File: src/crt_pkg.sv
package crt_pkg;

  typedef enum logic [1:0] {
    ReasonBadIndex = 2'd0,
    ReasonOverflow = 2'd1,
    ReasonMetadata = 2'd2,
    ReasonTimeout  = 2'd3
  } crt_reason_e;

  localparam logic ResultText  = 1'b0;
  localparam logic ResultAbort = 1'b1;

  localparam logic [1:0] CfgTimeout  = 2'd0;
  localparam logic [1:0] CfgEvtKind  = 2'd1;
  localparam logic [1:0] CfgUnkAttr  = 2'd2;

  typedef struct packed {
    logic        we;
    logic [7:0]  be;
    logic [63:0] wdata;
  } crt_mem_req_t;

endpackage

File: src/crt_text_store.sv
module crt_text_store
  import crt_pkg::*;
#(
  parameter int AW = 6
) (
  input  logic          clk_i,
  input  crt_mem_req_t  req_i,
  input  logic [AW-1:0] waddr_i,
  input  logic [AW-1:0] raddr_i,
  output logic [63:0]   rdata_o
);

  logic [63:0] mem [2**AW];
  logic [63:0] rdata_q;

  always_ff @(posedge clk_i) begin
    if (req_i.we) begin
      for (int b = 0; b < 8; b++) begin
        if (req_i.be[b]) begin
          mem[waddr_i][8*b +: 8] <= req_i.wdata[8*b +: 8];
        end
      end
    end
    rdata_q <= mem[raddr_i];
  end

  assign rdata_o = rdata_q;

endmodule

File: config.mk
export PLATFORM = sky130hd
export DESIGN_NAME = crt_text_store
export DESIGN_NICKNAME = d
export VERILOG_FILES = /design/src/crt_pkg.sv /design/src/crt_text_store.sv
export SDC_FILE = /design/constraint.sdc
export NUM_CORES = 2
export LEC_CHECK = 0
export ABC_CLOCK_PERIOD_IN_PS = 2600
export BUFFER_PORTS_ARGS = -buffer_cell sky130_fd_sc_hd__buf_2
export CORE_MARGIN = 5
export CORE_UTILIZATION = 65
export CTS_BUF_LIST = sky130_fd_sc_hd__clkbuf_8
export DETAILED_ROUTE_END_ITERATION = 12
export PLACE_DENSITY_LB_ADDON = 0.25
export SETUP_SLACK_MARGIN = 0.1
export SYNTH_ARGS = -nofsm -noshare
export SYNTH_HDL_FRONTEND = slang
export SYNTH_SLANG_ARGS = --single-unit
export TNS_END_PERCENT = 30
File: constraint.sdc
create_clock -name clk_i -period 2.6 [get_ports clk_i]
set_input_delay 0.26 -clock clk_i [delete_from_list [all_inputs] [get_ports clk_i]]
set_output_delay 0.26 -clock clk_i [all_outputs]
set_load 0.05 [all_outputs]
==> results.ini <==
[floorplan]
rows=181
initial_core_util_pct=65.1
ios=150
placeableCoreArea_um2=243000
die_w_um=503
die_y_um=503
die-area_um2=253000

[setup_path]
worst_setup_path_end_kind=flip-flop
criticalPathCategory=in2reg
critical_path.max_fanout=14
cp.arrival_ns=3.27
critPathLaunchType=primary input
cp.required_ns=3.62

[placed_design]
place_area_um2=167000
numPortBuffers=149
place_congestion=0.877
preCtsSetupSlack_ns=-0.0968
post-dp-hpwl_mm=275

[sta]
rsz0062_at_grt=false
worst_slack_ns=0.348
tightest_slew_ns=1.31
setup_viol=0
slew_violations=0
relSlewSlack_pct=12.4
final.setup_skew_ns=0.0607
max_freq_mhz=444
final-hold-violation-count=0
holdWs_ns=0.0968
finalCritPeriodShare_pct=86.6
period_needed_ns=2.25

[power]
intPower_mw=102
power_leakage_nw=57.8
combPwrFrac_pct=5.8
switching_share_pct=22.6
powerDensity_nw_per_um2=738
fin_total_pwr_mw=132
peakVddDrop_v=0.000630
power_frac_clock_pct=38.0
seq_power_share_pct=56.2
p_sw_mw=29.9

[layout]
areaGrowthSynthToFinish_pct=13.6
multi_input_area_um2=31700
nFillCells=12800
utilization_pct=73.9
nets=8194
stdcell_area_um2=179000
seqCellArea_um2=124000
layout-drive-gt1-share_pct=30.2

[synth]
yosysWarnings=0
yosysTopAreaCellShare_pct=77.9
postSynthCellCount=7077
ys.flop_type=edfxtp_1
synth.area.top_cells=edfxtp_1, mux4_2, nor2_1, a22oi_1, dfxtp_1
avgSynthCellArea_um2=22.3
yosysSeqAreaShare_pct=78.7
synth_area_um2=158000
synth_edf_count=4096
yosysTopAreaCell=edfxtp_1
async_reset_ff_share_pct=0
synth_fp_nets=7163
synth_cell_types=33
ys_ff_latch=4160

[clocking]
cts_max_level=6
cts.repair.resized=0
cts_num_sinks=4160
cts_setup_buffers=0
cts-root-buf=clkbuf_8
numCtsBuffers=646
cts_tree=built
cts_hold_buf=72
insertion_delay_ns=1.13
clock_path_buffers=4
clkTransAtPathRegs_ns=0.06

[routing]
via_count=82700
drtPass1Iterations=6
viasPerCell=6.96
dr.first_iter.drc_count=12900
drc_errors=0
wl_per_cell_um=36.0
ant_nets=0
wl_mm=427

[global_route]
use_met1_pct=46.2
grt_pass1_wl_mm=604
grtUsageMet3_pct=11.2
grt-busiest-layer=met2
grt.overflow.total=0
grt_max_degree=65
antenna_found_initial=44
use_met2_pct=50.3
first_global_vias=82900
grt_usage_pct=34.2

[hold_path]
hp-class=in2reg

[outcome]
status=completed

[job]
drv_cap=0

[registers in the layout, summed over array words and instances (netlist names)]
| signal | flops |
|---|---|
| mem | 4096 |
| rdata_o | 64 |
[logic make-up after synthesis]
group	after synthesis	share of synthesized area, %
AOI/OAI and AO/OA	575	2.77
and+or+nand+nor	795	2.06
buffers and inverters	434	1.26
DFF	4160	78.7
muxes	1113	15.2
[power groups by stage]
stage | clock network [mW] | registers [mW] | logic [mW]
3_3_place_gp | 0 | 75.7 | 7.36
2_1_floorplan | 0 | 76.1 | 3.41
5_1_grt | 53.9 | 74.3 | 7.99
6_report | 50.3 | 74.3 | 7.74
3_5_place_dp | 0 | 75.7 | 7.53
4_1_cts | 50.5 | 74.3 | 7.64
[worst max-delay path, stage by stage]
cell,delay (ns)
dlygate4sd3_1,0.51
buf_2,0.37
or3b_4,0.53
buf_4,0.30
o22ai_1,0.32
a211oi_1,0.15
o211a_1,0.26
dlygate4sd3_1,0.54
[area by class of cell]
cell class | instances | share of cell area [%]
clock inverters | 447 | 1.26
multi-input cells | 2483 | 17.7
flip-flops and latches | 4160 | 69.3
inverters | 1 | 0.00209
repair buffers | 816 | 4.17
diodes | 89 | 0.124
well taps | 3202 | 2.23
clock buffers | 682 | 5.23
[metrics by stage]
| stage | TNS, ns | instances |
|---|---|---|
| 6_report | 0 | 11900 |
| 5_1_grt | 0 | 11800 |
| 4_1_cts | 0 | 11800 |
| 3_5_place_dp | -0.139 | 10600 |
| 3_3_place_gp | -0.141 | 10600 |
| 2_1_floorplan | 0 | 7077 |
[metal layers]
metal	share of wire (%)	up-vias
li1	-	32200
met3	15	1111
met2	46	6890
met4	5.7	28
met5	0.051	-
met1	33	42400
[cell usage in the layout (no fill, tap or decap), types with 24 or more instances in the layout]
| master | instances |
|---|---|
| mux2i_1 | 89 |
| o211a_1 | 64 |
| buf_2 | 145 |
| dlygate4sd3_1 | 72 |
| nand3_1 | 128 |
| a21oi_1 | 24 |
| inv_1 | 201 |
| nor2_1 | 554 |
| diode_2 | 89 |
| edfxtp_1 | 4096 |
| a22oi_1 | 256 |
| clkinv_1 | 135 |
| buf_12 | 121 |
| buf_4 | 476 |
| o22ai_1 | 103 |
| o221ai_1 | 64 |
| a211oi_1 | 63 |
| clkinv_2 | 70 |
| dfxtp_1 | 64 |
| clkbuf_8 | 682 |
| nand2_1 | 60 |
| mux4_2 | 1024 |
[cells in the mapped netlist, types with 2 or more instances]
| cell type | instances |
|---|---|
| nor2_1 | 557 |
| o22ai_1 | 103 |
| nor2b_1 | 5 |
| buf_4 | 26 |
| mux4_2 | 1024 |
| a21oi_1 | 24 |
| nor3b_1 | 6 |
| nand3_1 | 128 |
| mux2i_1 | 89 |
| or3b_2 | 2 |
| clkbuf_1 | 186 |
| and3_1 | 2 |
| o211a_1 | 64 |
| and2_1 | 3 |
| dfxtp_1 | 64 |
| a211oi_1 | 63 |
| nor3_1 | 2 |
| or2_2 | 2 |
| and3b_1 | 4 |
| buf_2 | 182 |
| buf_6 | 4 |
| nand2b_1 | 4 |
| nand2_1 | 76 |
| edfxtp_1 | 4096 |
| or3_1 | 2 |
| buf_1 | 34 |
| a22oi_1 | 256 |
| o221ai_1 | 64 |
[final timing paths]
check	endpoint	cells past startpoint	slack, ns	from
max	rdata_o[20]	8	0.35	raddr_i[5]
min	mem[34][26]	2	0.1	req_i[26]
max reg2reg	rdata_o[20]	5	0.41	mem[36][20]
min reg2reg	rdata_o[2]	4	0.85	mem[6][2]
Note: power is estimated with default switching activity, not from simulation.
